<file path="src/rtl/core/multi_ant_grid_automaton_macros.svh">
// assertion helpers for the rtl top level
`ifndef MULTI_ANT_GRID_AUTOMATON_MACROS_SVH
`define MULTI_ANT_GRID_AUTOMATON_MACROS_SVH

// same-cycle implication, checked out of reset
`define MAG_ASSERT_NOW(label, ante, cons) \
  label: assert property (@(posedge clk) disable iff (!rst_n) (ante) |-> (cons)) \
    else $error("same-cycle check failed");

// next-cycle implication, checked out of reset
`define MAG_ASSERT_NEXT(label, ante, cons) \
  label: assert property (@(posedge clk) disable iff (!rst_n) (ante) |=> (cons)) \
    else $error("next-cycle check failed");

`endif

</file>
<file path="src/rtl/core/mag_pkg.sv">
`timescale 1ns / 1ps
`default_nettype none
package mag_pkg;

  localparam int MAX_ANTS    = 16;
  localparam int GRID_MAX_W  = 512;
  localparam int GRID_MAX_H  = 512;

  localparam int X_W         = $clog2(GRID_MAX_W);
  localparam int Y_W         = $clog2(GRID_MAX_H);
  localparam int SIZE_W      = $clog2(GRID_MAX_W + 1);
  localparam int DIR_W       = 2;
  localparam int ANT_IDX_W   = $clog2(MAX_ANTS);
  localparam int COUNT_W     = $clog2(MAX_ANTS + 1);
  localparam int CFG_W       = 10;
  localparam int CFG_IDX_W   = 1;

  // cell store: 64 cells per word, word address is {y, x upper bits}
  localparam int CELL_WORD_W = 64;
  localparam int CELL_OFS_W  = $clog2(CELL_WORD_W);
  localparam int CELL_ADDR_W = Y_W + X_W - CELL_OFS_W;
  localparam int CELL_DEPTH  = 2 ** CELL_ADDR_W;

  localparam logic       FUNC_TICK  = 1'b0;
  localparam logic       FUNC_SPAWN = 1'b1;

  localparam logic [CFG_IDX_W-1:0] CFG_IDX_WIDTH  = 1'b0;
  localparam logic [CFG_IDX_W-1:0] CFG_IDX_HEIGHT = 1'b1;

  localparam logic [DIR_W-1:0] DIR_Y_PLUS  = 2'd0;
  localparam logic [DIR_W-1:0] DIR_X_PLUS  = 2'd1;
  localparam logic [DIR_W-1:0] DIR_Y_MINUS = 2'd2;
  localparam logic [DIR_W-1:0] DIR_X_MINUS = 2'd3;

  typedef enum logic [2:0] {
    ST_IDLE,
    ST_SPAWN,
    ST_ANT_RD,
    ST_ANT_CHK,
    ST_MOD,
    ST_CELL_RD,
    ST_EXEC
  } state_t;

  typedef struct packed {
    logic [X_W-1:0]   x;
    logic [Y_W-1:0]   y;
    logic [DIR_W-1:0] dir;
  } ant_rec_t;

  typedef struct packed {
    logic                 rd_en;
    logic                 wr_en;
    logic [ANT_IDX_W-1:0] rd_addr;
    logic [ANT_IDX_W-1:0] wr_addr;
    ant_rec_t             wdata;
  } ant_req_t;

  typedef struct packed {
    logic                   rd_en;
    logic                   wr_en;
    logic [CELL_ADDR_W-1:0] addr;
    logic [CELL_WORD_W-1:0] wdata;
  } cell_req_t;

  typedef struct packed {
    logic busy;
    logic done;
  } mod_stat_t;

endpackage
`default_nettype wire

</file>
<file path="src/rtl/core/mag_ant_mem.sv">
`timescale 1ns / 1ps
`default_nettype none
module mag_ant_mem
  import mag_pkg::*;
(
  input  wire logic     clk,
  input  wire ant_req_t req,
  output ant_rec_t      rdata
);

  ant_rec_t mem [MAX_ANTS];
  ant_rec_t rdata_r;

  always_ff @(posedge clk) begin
    if (req.wr_en) begin
      mem[req.wr_addr] <= req.wdata;
    end
    if (req.rd_en) begin
      rdata_r <= mem[req.rd_addr];
    end
  end

  assign rdata = rdata_r;

endmodule
`default_nettype wire

</file>
<file path="config.mk">
export PLATFORM = sky130hd
export DESIGN_NAME = mag_ant_mem
export DESIGN_NICKNAME = d
export VERILOG_FILES = /design/src/rtl/core/multi_ant_grid_automaton_macros.svh /design/src/rtl/core/mag_pkg.sv /design/src/rtl/core/mag_ant_mem.sv
export SDC_FILE = /design/constraint.sdc
export NUM_CORES = 1
export LEC_CHECK = 0
export BUFFER_PORTS_ARGS = -buffer_cell sky130_fd_sc_hd__buf_2
export CORE_MARGIN = 2
export CORE_UTILIZATION = 60
export DETAILED_ROUTE_END_ITERATION = 16
export PLACE_DENSITY = 0.89
export SETUP_SLACK_MARGIN = 0.05
export SLEW_MARGIN = 5
export SYNTH_ARGS = -nofsm -noshare
export SYNTH_HDL_FRONTEND = slang
export SYNTH_SLANG_ARGS = --single-unit
</file>
<file path="constraint.sdc">
create_clock -name clk -period 3.7 [get_ports clk]
set_input_delay 0.555 -clock clk [delete_from_list [all_inputs] [get_ports clk]]
set_output_delay 0.555 -clock clk [all_outputs]
set_load 0.01 [all_outputs]
</file>
==> flow_metrics.env <==
export IMPL_cts_tree="built"
export IMPL_hold_path_class="primary input to register"
export IMPL_finalNonFillerCells=912
export IMPL_core_um2=21000
export IMPL_cts_htree_levels=1
export IMPL_ant_nets=0
export IMPL_min_from="req[4]"
export IMPL_slowest_delay_ns=0.69
export IMPL_grt_max_degree=39
export IMPL_synthTopCellsByCount="edfxtp_1, mux4_2, a22oi_1, nand2_1"
export IMPL_end_kind="register"
export IMPL_fin_crit_sh_pct=56.7
export IMPL_ctsResizeCount=0
export IMPL_dieArea_um2=22400
export IMPL_ys_seq_elements=340
export IMPL_leakagePower_nw=4.64
export IMPL_cp_cell_sequence="buf_4 > buf_12 > mux4_1 > a22oi_1 > nand2_1"
export IMPL_synth_cell_types=17
export IMPL_post_cts_buffers=0
export IMPL_rsz0062_at_grt="no"
export IMPL_tns_ns=0
export IMPL_worstSetupPathType="primary input to register"
export IMPL_final_setup_viol_count=0
export IMPL_numPortBuffers=50
export IMPL_cts_hold_buf=0
export IMPL_area_delta_synth_final_pct=12.7
export IMPL_cpMaxStageDelayCell="mux4_1"
export IMPL_skew_ns=0.0185
export IMPL_clkTransAtPathRegs_ns=0.06
export IMPL_syn_nets=564
export IMPL_grt_usage_pct=27.4
export IMPL_dieWidth_um=150
export IMPL_yosys_area_top_type_share_pct=80.2
export IMPL_drc=0
export IMPL_dp_hpwl_um=14700
export IMPL_slew_headroom_pct=55.3
export IMPL_synth_warnings=0
export IMPL_routed_via_count=6209
export IMPL_fin_hold_ws_ns=0.371
export IMPL_vias_per_cell=6.81
export IMPL_fmax_mhz=477
export IMPL_min_to="mem[3][4]"
export IMPL_holdPathStages=1
export IMPL_totalWireLength_um=29400
export IMPL_cp_required_ns=4.00
export IMPL_async_flop_share_pct=0
export IMPL_ios=51
export IMPL_start_util_pct=60.8
export IMPL_grt_pass1_vias=6534
export IMPL_grt_pass1_wl_um=43300
export IMPL_drive_gt1_share_pct=30.3
export IMPL_critPathArrivalTime_ns=2.39
export IMPL_nets=646
export IMPL_place_congestion=0.714
export IMPL_final_util_pct=68.5
export IMPL_hold_viol=0
export IMPL_avgSynthCellArea_um2=23.9
export IMPL_firstDrtPassIters=5
export IMPL_powerDensity_nw_per_um2=533
export IMPL_reg2reg_to="rdata[15]"
export IMPL_cts_buffers=31
export IMPL_cts_root_buffer="clkbuf_16"
export IMPL_clock_sinks=340
export IMPL_total_power_mw=7.65
export IMPL_fillers=1194
export IMPL_clockBufferDepth=3
export IMPL_rr_startpoint="mem[8][15]"
export IMPL_tightest_slew_ns=0.670
export IMPL_reg2reg_slack_ns=2.09
export IMPL_synth_area_leader_cell="edfxtp_1"
export IMPL_placedCellCount=857
export IMPL_synthTopCellsByArea="edfxtp_1, mux4_2, mux4_1"
export IMPL_ff2ff_path_depth=3
export IMPL_yosysSeqAreaShare_pct=80.2
export IMPL_syn_inst=533
export IMPL_rows=53
export IMPL_outcome="completed"
export IMPL_clock_latency_ns=0.56
export IMPL_wire_per_inst_um=32.3
export IMPL_drt_iter0_drc=892
export IMPL_die_y_um=150
export IMPL_grt_overflow=0
export IMPL_finalCriticalPeriod_ns=2.10
export IMPL_maxCapViolations=0
export IMPL_slew_violations=0
export IMPL_worstSetupStartpointType="primary input"
export IMPL_crit_path_max_fanout=38
export IMPL_netlist_area_um2=12700
export IMPL_synth_edf_count=340
export IMPL_ys_flop_type="edfxtp_1"
export IMPL_peakVddDrop_v=0.000240
export IMPL_synth_most_common_cell="edfxtp_1"
export IMPL_antenna_found_initial=2
## critical path: cells and delay by family
family | cells | cell delay, ns
AO/OA/AOI/OAI | 1 | 0.25
multiplexers | 1 | 0.69
AND/OR/NAND/NOR | 1 | 0.07
buffers and inverters | 2 | 0.82
## sequential cells by signal, summed over array words and instances (netlist names)
name	cells
mem	320
rdata	20
## stage by stage
step / worst slack (ns) / cell area [um^2]
after floorplan: 0.809 / 12700
after global placement: 1.17 / 13400
after detailed placement: 1.14 / 13400
after CTS: 1.56 / 14300
after global routing: 1.44 / 14300
final: 1.60 / 14300
## cell families after synthesis
family          synth area share [%]
compound gates                  2.36
buf+inv                         1.19
flops                           80.2
mux                             14.6
simple gates                    1.63
## area by class of cell
cell class                 instances  area [um^2]  area share (%)
sequential                       340        10200            71.2
multi-input combinational        167         2420            16.9
tap                              275          344            2.40
clock inverter                    10         73.8           0.515
timing repair buffer              75          465            3.24
antenna                            1         2.50          0.0174
clock buffer                      44          825            5.75
## metal layers
layer  vias up  track usage [%]  wire, um
li1       2455                -         -
met1      3218             36.7     10200
met2       457             45.7     15200
met3        77             4.85      3010
met4         2             10.9       985
met5         -                0        16
## worst max-delay path by stage
stage,startpoint,to,slack (ns),cells after the start
5_1_grt,req[24],rdata[15],1.44,5
2_1_floorplan,req[22],mem[0][0],0.81,2
4_1_cts,req[24],rdata[15],1.56,5
3_3_place_gp,req[24],rdata[11],1.17,5
6_report,req[24],rdata[15],1.60,5
3_5_place_dp,req[24],rdata[11],1.14,5
## report_power, final
group / switching [mW] / internal, mW
Sequential: 0.0297 / 4.34
Combinational: 0.238 / 0.153
Clock: 1.29 / 1.61
Total: 1.55 / 6.10
## layout by cell type (no fill, tap or decap), drive strengths merged
cell	instances
clkinv	7
or3b	1
buf	75
inv	1
nor2	13
mux4	80
nand3	1
nand2b	2
bufinv	1
nand3b	2
nor2b	2
diode	1
edfxtp	340
clkinvlp	1
a22oi	40
clkbuf	44
nor3	4
and2	1
nand2	21
Power figures use the tool's default switching activity.
