===== src/rtl/core/multi_ant_grid_automaton_macros.svh =====
// assertion helpers for the rtl top level
`ifndef MULTI_ANT_GRID_AUTOMATON_MACROS_SVH
`define MULTI_ANT_GRID_AUTOMATON_MACROS_SVH

// same-cycle implication, checked out of reset
`define MAG_ASSERT_NOW(label, ante, cons) \
  label: assert property (@(posedge clk) disable iff (!rst_n) (ante) |-> (cons)) \
    else $error("same-cycle check failed");

// next-cycle implication, checked out of reset
`define MAG_ASSERT_NEXT(label, ante, cons) \
  label: assert property (@(posedge clk) disable iff (!rst_n) (ante) |=> (cons)) \
    else $error("next-cycle check failed");

`endif


===== src/rtl/core/mag_pkg.sv =====
`timescale 1ns / 1ps
`default_nettype none
package mag_pkg;

  localparam int MAX_ANTS    = 16;
  localparam int GRID_MAX_W  = 512;
  localparam int GRID_MAX_H  = 512;

  localparam int X_W         = $clog2(GRID_MAX_W);
  localparam int Y_W         = $clog2(GRID_MAX_H);
  localparam int SIZE_W      = $clog2(GRID_MAX_W + 1);
  localparam int DIR_W       = 2;
  localparam int ANT_IDX_W   = $clog2(MAX_ANTS);
  localparam int COUNT_W     = $clog2(MAX_ANTS + 1);
  localparam int CFG_W       = 10;
  localparam int CFG_IDX_W   = 1;

  // cell store: 64 cells per word, word address is {y, x upper bits}
  localparam int CELL_WORD_W = 64;
  localparam int CELL_OFS_W  = $clog2(CELL_WORD_W);
  localparam int CELL_ADDR_W = Y_W + X_W - CELL_OFS_W;
  localparam int CELL_DEPTH  = 2 ** CELL_ADDR_W;

  localparam logic       FUNC_TICK  = 1'b0;
  localparam logic       FUNC_SPAWN = 1'b1;

  localparam logic [CFG_IDX_W-1:0] CFG_IDX_WIDTH  = 1'b0;
  localparam logic [CFG_IDX_W-1:0] CFG_IDX_HEIGHT = 1'b1;

  localparam logic [DIR_W-1:0] DIR_Y_PLUS  = 2'd0;
  localparam logic [DIR_W-1:0] DIR_X_PLUS  = 2'd1;
  localparam logic [DIR_W-1:0] DIR_Y_MINUS = 2'd2;
  localparam logic [DIR_W-1:0] DIR_X_MINUS = 2'd3;

  typedef enum logic [2:0] {
    ST_IDLE,
    ST_SPAWN,
    ST_ANT_RD,
    ST_ANT_CHK,
    ST_MOD,
    ST_CELL_RD,
    ST_EXEC
  } state_t;

  typedef struct packed {
    logic [X_W-1:0]   x;
    logic [Y_W-1:0]   y;
    logic [DIR_W-1:0] dir;
  } ant_rec_t;

  typedef struct packed {
    logic                 rd_en;
    logic                 wr_en;
    logic [ANT_IDX_W-1:0] rd_addr;
    logic [ANT_IDX_W-1:0] wr_addr;
    ant_rec_t             wdata;
  } ant_req_t;

  typedef struct packed {
    logic                   rd_en;
    logic                   wr_en;
    logic [CELL_ADDR_W-1:0] addr;
    logic [CELL_WORD_W-1:0] wdata;
  } cell_req_t;

  typedef struct packed {
    logic busy;
    logic done;
  } mod_stat_t;

endpackage
`default_nettype wire


===== src/rtl/core/mag_mod.sv =====
`timescale 1ns / 1ps
`default_nettype none
module mag_mod
  import mag_pkg::*;
(
  input  wire logic              clk,
  input  wire logic              rst_n,
  input  wire logic              start,
  input  wire logic [X_W-1:0]    dvd_x,
  input  wire logic [Y_W-1:0]    dvd_y,
  input  wire logic [SIZE_W-1:0] div_x,
  input  wire logic [SIZE_W-1:0] div_y,
  output logic [X_W-1:0]         rem_x,
  output logic [Y_W-1:0]         rem_y,
  output mod_stat_t              stat
);

  localparam int CNT_W = $clog2(X_W + 1);

  logic              busy_r, busy_nxt;
  logic              done_r, done_nxt;
  logic [CNT_W-1:0]  cnt_r, cnt_nxt;
  logic [X_W-1:0]    dx_r, dx_nxt;
  logic [Y_W-1:0]    dy_r, dy_nxt;
  logic [SIZE_W-1:0] rx_r, rx_nxt;
  logic [SIZE_W-1:0] ry_r, ry_nxt;
  logic [SIZE_W-1:0] sx, sy;

  // restoring remainder, one dividend bit per cycle on both lanes
  always_comb begin
    busy_nxt = busy_r;
    done_nxt = 1'b0;
    cnt_nxt  = cnt_r;
    dx_nxt   = dx_r;
    dy_nxt   = dy_r;
    rx_nxt   = rx_r;
    ry_nxt   = ry_r;
    sx       = {rx_r[SIZE_W-2:0], dx_r[X_W-1]};
    sy       = {ry_r[SIZE_W-2:0], dy_r[Y_W-1]};
    if (start) begin
      busy_nxt = 1'b1;
      cnt_nxt  = CNT_W'(X_W);
      dx_nxt   = dvd_x;
      dy_nxt   = dvd_y;
      rx_nxt   = '0;
      ry_nxt   = '0;
    end else if (busy_r) begin
      rx_nxt  = (sx >= div_x) ? sx - div_x : sx;
      ry_nxt  = (sy >= div_y) ? sy - div_y : sy;
      dx_nxt  = {dx_r[X_W-2:0], 1'b0};
      dy_nxt  = {dy_r[Y_W-2:0], 1'b0};
      cnt_nxt = cnt_r - CNT_W'(1);
      if (cnt_r == CNT_W'(1)) begin
        busy_nxt = 1'b0;
        done_nxt = 1'b1;
      end
    end
  end

  always_ff @(posedge clk) begin
    if (!rst_n) begin
      busy_r <= 1'b0;
      done_r <= 1'b0;
      cnt_r  <= '0;
    end else begin
      busy_r <= busy_nxt;
      done_r <= done_nxt;
      cnt_r  <= cnt_nxt;
    end
  end

  always_ff @(posedge clk) begin
    dx_r <= dx_nxt;
    dy_r <= dy_nxt;
    rx_r <= rx_nxt;
    ry_r <= ry_nxt;
  end

  assign rem_x     = rx_r[X_W-1:0];
  assign rem_y     = ry_r[Y_W-1:0];
  assign stat.busy = busy_r;
  assign stat.done = done_r;

endmodule
`default_nettype wire


===== config.mk =====
export PLATFORM = sky130hd
export DESIGN_NAME = mag_mod
export DESIGN_NICKNAME = d
export VERILOG_FILES = /design/src/rtl/core/multi_ant_grid_automaton_macros.svh /design/src/rtl/core/mag_pkg.sv /design/src/rtl/core/mag_mod.sv
export SDC_FILE = /design/constraint.sdc
export NUM_CORES = 1
export LEC_CHECK = 0
export ABC_AREA = 1
export BUFFER_PORTS_ARGS = -buffer_cell sky130_fd_sc_hd__buf_4
export CAP_MARGIN = 20
export CORE_MARGIN = 2
export CORE_UTILIZATION = 45
export DETAILED_ROUTE_END_ITERATION = 12
export PLACE_DENSITY = 0.71
export RECOVER_POWER = 50
export SLEW_MARGIN = 10
export SYNTH_ARGS = -nofsm -noshare
export SYNTH_HDL_FRONTEND = slang
export SYNTH_SLANG_ARGS = --single-unit

===== constraint.sdc =====
create_clock -name clk -period 2.5 [get_ports clk]
set_input_delay 0.5 -clock clk [delete_from_list [all_inputs] [get_ports clk]]
set_output_delay 0.5 -clock clk [all_outputs]
set_load 0.02 [all_outputs]

==> impl_results.md, run 1 <==
* Status: finished, final reports clean
* Initial antenna violation count at 0
* FF-to-FF path depth at 13
* Ys flop type: dfxtp_1
* Tcrit/Tclk final at 77.33%
* # rows at 29
* R2r startpoint: dx_r[8]
* Drt first pass iters at 4
* CTS Hold Bufs at 0
* Logic pwr share at 18.8%
* Max Root-Sink Buffers at 2
* Crit Path Max Fanout at 10
* Crit. path cell count at 13
* Pins Over Slew Limit at 0
* Mean post-synth cell area at 7.045 µm²
* Fill count at 631
* Net Sw Frac at 28.02%
* Worst reg-to-reg setup slack at 0.57 ns
* Critical path's most frequent cell: nand2_2
* Crit path max-delay family: simple AND/OR/NAND/NOR gates
* # diodes at 0
* Psw at 0.4318 mW
* Slowest-stage cell, CP: fa_1
* Distinct cells, synth at 32
* Worst setup margin at 0.5668 ns
* Multi-input gate area at 1645 µm²
* Tmin final at 1.933 ns
* Final setup fails at 0
* FF/Latch Area at 1021 µm²
* Post-CTS setup buffer count at 0
* Sequential share of power at 50.8%
* Worst-margin pin slew at 0.7393 ns
* CTS buffer count at 5
* Most frequent cells in the layout: 170 x nand2_1, 69 x inv_1, 42 x buf_4
* Power per Cell Area at 439.4 nW/µm²
* PostCTS Resize Cnt at 0
* Total power at 1.541 mW
* Cells after DPL at 552
* Total track usage at 18.45%
* FFs w/ async S/R, synth at 0%
* Syn Inst Count at 422
* Starting Density at 46.55%
* WP buf/inv at 2
* GPL Wtd Cong at 0.8591
* Vias/cell at 4.884
* Port bufs at 60
* # clock sinks at 42
* DR vias at 2,735
* Worst setup path class: register to register
* Worst Hold Depth at 2
* First-pass GRT wire length at 10,990 µm
* Static leakage at 1.958 nW
* Final hold violation count at 0
* Level count of the clock H-tree at 2
* TNS Setup at 0 ns
* Rel. slew slack at 50.66%
* Syn. warnings at 0
* P_int at 1.109 mW
* Skew final at 0.003958 ns
* Placeable Area at 6386 µm²
* Critical Path End: rx_r[1]
* FMAX at 517.3 MHz
* Vias in the first global route at 2,556
* Post-DRT Antenna Nets at 0
* Largest net degree at the start of global routing at 23
* Crit. End Element: register
* Startpoint Class: register
* TritonCTS clock tree: yes
* Number of remaining DRC errors at 0
* Final WL at 6538 µm
* Area growth from synthesis to layout at 17.97%
* Fin cells at 560
* Commonest non-fill, non-tap cell in the layout: nand2_1
* Clock share of power at 30.4%
* Fraction of layout instances using a drive strength above 1 at 14.91%
* Die width at 85.28 µm
* Arrival @ worst endpoint at 2.18 ns
* RSZ-0062 raised after global routing: no
* Worst R2R End: rx_r[1]
* Hpwl dp at 5021 µm
* Worst Hold Class: primary input to register
* Mapped cell area at 2973 µm²
* Seq/Total Area, Yosys at 34.34%
* Die height at 85.28 µm
* Max-cap violations at 0
* Worst VDD drop at 0.0002881 V
* Critical path's largest stage delay at 0.40 ns
* Clock Pin Slew Worst Setup and Hold Paths at 0.08 ns
* Average wire per cell in the routed design at 11.68 µm
* Dpl ws at 0.4797 ns
* Die footprint at 7273 µm²
* GRT overflow at 0
* First DRT Iteration DRCs at 177
* Nets@finish at 547
* #FFs+latches synth at 42
* Num ports at 61
* Clock Latency Late Sink at 0.30 ns
* Worst setup path startpoint: dx_r[8]
* Syn nets at 487
* Critical Path RT at 2.75 ns
* CTS Root Cell: clkbuf_8
* EDFF count, synth at 18
* Crit-path cells: inv_1, ha_1, inv_1, fa_1, nand3_1, nand2_2, nand2_2, nand2_2, nand2_4, nand2_4, nand2_1, nand3_1, nand2_1
==> through the flow <==
step	util [%]	hold slack [ns]	instance area [µm²]
floorplan	-	0.4751	2973
global placement	54.55	0.4719	3483
detailed placement	54.55	0.4861	3483
CTS	56.03	0.4264	3578
global route	54.92	0.4199	3507
finish	54.92	0.4318	3507
==> routing by layer <==
layer,global-route usage [%],share of wire (%),vias to the layer above
met5,0,0,-
met4,4.618,0.89,0
met3,3.599,5.6,5
met2,31.04,47,70
met1,24.36,46,1218
li1,-,-,1442
==> how the worst min path moves through the flow <==
stage,startpoint,end,slack [ns]
5_1_grt,rst_n,cnt_r[3],0.42
3_5_place_dp,rx_r[8],rx_r[8],0.49
2_1_floorplan,cnt_r[1],cnt_r[1],0.48
4_1_cts,rst_n,cnt_r[3],0.43
6_report,rst_n,cnt_r[3],0.43
3_3_place_gp,ry_r[8],ry_r[8],0.47
==> cell families (layout without fill, tap and decap cells) <==
group | after synthesis | count (layout) | synth area share (%)
and+or+nand+nor | 257 | 257 | 39.94
buffers and inverters | 78 | 139 | 10.31
DFF | 42 | 42 | 34.34
adders and majority gates | 24 | 24 | 10.61
AOI/OAI and AO/OA | 15 | 15 | 3.031
xor gates and xnor gates | 6 | 6 | 1.768
==> sequential cells by signal, indices dropped and copies added (netlist names) <==
register and count:
busy_r 1, rx_r 9, dx_r 9, done_r 1, ry_r 9, dy_r 9
cnt_r 4
==> power by group through the flow <==
stage          Clock [mW]  Sequential [mW]  Combinational (mW)
2_1_floorplan           0            0.797               0.191
3_3_place_gp            0            0.798               0.290
3_5_place_dp            0            0.800               0.293
4_1_cts             0.478            0.784               0.295
5_1_grt             0.511            0.789               0.330
6_report            0.468            0.783               0.290
==> cells in the mapped netlist, drive strengths merged (2+ instances only) <==
cell	count	share of area [%]
dfxtp	24	16
nand3	30	5.6
inv	69	8.7
nand4	10	2.1
xnor2	5	1.5
buf	6	1.2
a21oi	10	1.9
clkbuf	2	0.29
nor3	2	0.34
fa	2	1.3
nand3b	15	3.8
nand2	182	25
edfxtp	18	18
o21ai	2	0.34
nor2	17	3.2
ha	22	9.3
==> final cells by class <==
cell class / instances / share of cell area [%]
Clock buffer: 6 / 2.355
Multi-Input combinational cell: 302 / 46.91
Clock inverter: 2 / 0.3568
Timing Repair Buffer: 61 / 11.02
Sequential cell: 42 / 29.11
Tap cell: 77 / 2.747
Inverter: 70 / 7.492
==> worst reg2reg max path: cells and delay by family (launching register included) <==
| family | cells | cell delay (ns) |
|---|---|---|
| adders and majority gates | 2 | 0.54 |
| buffers and inverters | 2 | 0.16 |
| DFF | 1 | 0.38 |
| and+or+nand+nor | 9 | 0.78 |
Note: power is estimated with default switching activity, not from simulation.
==> run 2, diff against run 1 <==
Settings changed: ABC_AREA 1 to 0, PLACE_DENSITY 0.71 to 0.73.
Clock period 2.5 ns to 1.55 ns, I/O delays scaled along.
==> run 2 against run 1 <==
The flow now finishes with violations (setup timing). Synthesized cell count down 30%. Clock power up 92%. Count of clock-buffer cells in the layout down 1. Clock skew up 0.0011 ns. Critical path depth down 3. Fmax down 12%. Sequential share of layout area down 3.7 points. Global-route usage up 2.1 points. Critical endpoint is now ry_r[0].
==> impl_results.md, run 2 <==
* Status: finished, violations left
* Failing checks: setup timing
* Most frequent cells in the layout: 116 x buf_4, 33 x nor2_1, 24 x dfxtp_1
* Critical Path RT at 1.79 ns (-0.96 ns)
* Commonest cells post-synth: 33 x nor2_1, 26 x inv_1, 24 x dfxtp_1, 22 x ha_1, 20 x nand2_1
* FFs w/ async S/R, synth at 0% (unchanged)
* Wire length on met1 at 2908 µm (-3.9%)
* Die height at 83.88 µm (-1.6%)
* Layout Utilization at 64.12% (+9.2 points)
* Vias in the first global route at 2,554 (-0.078%)
* #FFs+latches synth at 42 (unchanged)
* Max Root-Sink Buffers at 2 (unchanged)
* Crit-path cells: inv_2, ha_4, inv_2, fa_2, a211oi_4, o211ai_2, a31oi_4, buf_4, mux2_4, o21ai_2
* Cells after DPL at 488 (-12%)
* Drt first pass iters at 4 (unchanged)
* Min Hold Slack at 0.2338 ns (-0.1980 ns)
* Top cell type's share of synthesized area at 18.82% (-2.6 points)
* Worst setup path class: register to register
* Placeable Area at 6277 µm² (-1.7%)
* Port bufs at 60 (unchanged)
* Syn nets at 362 (-26%)
* First-pass GRT wire length at 11,750 µm (+6.9%)
* Fin cells at 499 (-11%)
* Vias/cell at 5.232 (+7.1%)
* DR vias at 2,611 (-4.5%)
* Top routing layer used: met4
* Syn Inst Count at 297 (-30%)
* Starting Density at 45.74% (-0.81 points)
* Static leakage at 1.834 nW (-6.3%)
* Clock Pin Slew Worst Setup and Hold Paths at 0.09 ns (about the same)
* Total track usage at 20.56% (+2.1 points)
* Tcrit/Tclk final at 141.5% (+64 points)
* Level count of the clock H-tree at 2 (unchanged)
* Worst VDD drop at 0.0005456 V (+89%)
* Syn. warnings at 0 (unchanged)
* Area after DPL at 3889 µm² (+12%)
* RSZ-0062 raised after global routing: yes
* Pins Over Slew Limit at 0 (unchanged)
* Routed met2 length at 3722 µm (+21%)
* Crit Path Max Fanout at 3 (-7)
* Arrival @ worst endpoint at 2.44 ns (+0.26 ns)
* Critical path's largest stage delay at 0.38 ns (-0.02 ns)
* Synth area leader: edfxtp_1
* Worst Hold Class: primary input to register
* First DRT Iteration DRCs at 154 (-13%)
* Ys flop type: dfxtp_1
* Initial antenna violation count at 0 (unchanged)
* # diodes at 0 (unchanged)
* Distinct cells, synth at 60 (+88%)
* Slowest-stage cell, CP: edfxtp_1
* Area growth from synthesis to layout at 40.17%
* GPL Wtd Cong at 0.9766 (+14%)
* # rows at 29 (unchanged)
* CTS Root Cell: clkbuf_8
* Mapped cell area at 2872 µm² (-3.4%)
* Number of remaining DRC errors at 0 (unchanged)
* Final hold violation count at 0 (unchanged)
* Final instance area at 4025 µm² (+15%)
* Final WL at 7033 µm (+7.6%)
* Startpoint Class: register
* Critical path's most frequent cell: inv_2
* GRT overflow at 0 (unchanged)
* EDFF count, synth at 18 (unchanged)
* WP buf/inv at 3 (+1)
* Max-cap violations at 0 (unchanged)
* Seq/Total Area, Yosys at 35.56% (+1.2 points)
* Hpwl dp at 5424 µm (+8.0%)
* Fraction of layout instances using a drive strength above 1 at 41.47% (+27 points)
* CTS buffer count at 5 (unchanged)
* Count leader, synth: nor2_1
* TritonCTS clock tree: yes
* Skew final at 0.005101 ns (+0.001143 ns)
* Commonest non-fill, non-tap cell in the layout: buf_4
* Crit path max-delay family: compound AO/OA/AOI/OAI gates
* Largest net degree at the start of global routing at 21 (-8.7%)
* FMAX at 456.0 MHz (-12%)
* Num ports at 61 (unchanged)
* Mean post-synth cell area at 9.668 µm² (+37%)
* Top post-synthesis cells by area: edfxtp_1 19%, dfxtp_1 17%, ha_1 9.6%
* Post-DRT Antenna Nets at 0 (unchanged)
* CTS Hold Bufs at 0 (unchanged)
* WL met3 at 323 µm (-12%)
* Rel. slew slack at 68.79% (+18 points)
* Final setup fails at 18 (+18)
* Power per Cell Area at 779.9 nW/µm² (+77%)
* Nets@finish at 486 (-11%)
* Die width at 83.88 µm (-1.6%)
* Average wire per cell in the routed design at 14.09 µm (+21%)
* Worst setup margin at -0.6429 ns (-1.210 ns)
* Crit. End Element: register
* Sequential share of power at 41.0% (-9.8 points)
* Net Sw Frac at 29.07% (+1.1 points)
* Tmin final at 2.193 ns (+0.2596 ns)
* Worst-margin pin slew at 0.4681 ns (-0.2712 ns)
* Clock share of power at 28.6% (-1.8 points)
* P_int at 2.227 mW (+100%)
* Clock Latency Late Sink at 0.30 ns (about the same)
* Logic pwr share at 30.4% (+12 points)
* Psw at 0.9127 mW (+110%)
* Die footprint at 7036 µm² (-3.3%)
* # clock sinks at 42 (unchanged)
==> run 2: worst paths after layout <==
| check | start | endpoint | slack (ns) | depth (start not counted) |
|---|---|---|---|---|
| setup / recovery | dy_r[8] | ry_r[0] | -0.64 | 10 |
| hold / removal | rst_n | cnt_r[0] | 0.23 | 2 |
| setup reg to reg | dy_r[8] | ry_r[0] | -0.64 | 10 |
| hold reg to reg | cnt_r[1] | cnt_r[1] | 0.52 | 2 |
==> run 2: worst reg2reg max path, delay by kind of cell, from the launching register on <==
kind	cells	cell delay, ns
DFF	1	0.38
muxes	1	0.29
adders and majority gates	2	0.49
AOI/OAI and AO/OA	4	0.70
buffers and inverters	3	0.28
==> run 2: layout make-up <==
class	instances	area, µm²
clock inverter	3	43.79
tap	77	96.34
clock buffer	5	68.82
inverter	26	101.3
multi-input combinational	215	1718
fill	537	2252
sequential	42	1021
timing repair buffer	131	975.9
==> run 2: cells by family (layout without fill, tap and decap cells) <==
kind of cell               Yosys count  after routing  share of synthesized area [%]
AOI/OAI and AO/OA                   73             73                          21.26
xor gates and xnor gates            13             13                          3.965
adders and majority gates           24             24                          10.98
buffers and inverters               40            165                          6.144
DFF                                 42             42                          35.56
muxes                               21             21                          8.061
and+or+nand+nor                     84             84                          14.03
==> run 2: routing by layer <==
metal | track usage [%] | vias to the layer above
li1 | - | 1317
met1 | 25.70 | 1224
met2 | 36.65 | 63
met3 | 3.363 | 7
met4 | 5.425 | 0
met5 | 0 | -
==> run 2: through the flow <==
stage | total power, mW | setup slack (ns) | TNS (ns)
6_report | 3.139 | -0.6429 | -10.01
5_1_grt | 3.284 | -0.7223 | -11.80
4_1_cts | 3.142 | -0.5972 | -10.02
3_5_place_dp | 2.240 | -0.6293 | -10.22
3_3_place_gp | 2.214 | -0.5909 | -9.359
2_1_floorplan | 1.842 | -0.6211 | -8.881
==> run 2: power by group through the flow <==
stage	sequential, mW	combinational, mW	clock [mW]
CTS	1.29	0.945	0.909
global placement	1.31	0.905	0
finish	1.29	0.955	0.898
detailed placement	1.31	0.927	0
global route	1.30	1.05	0.939
floorplan	1.34	0.504	0
==> run 2: timing repair <==
action / in CTS / in global routing
endpoints found under the hold margin: 0 / 0
endpoints found under the setup margin: 18 / 18
setup buffers: 1 / 2
cloned: 0 / 0
pin swaps: 3 / 6
resized for setup: 4 / 7
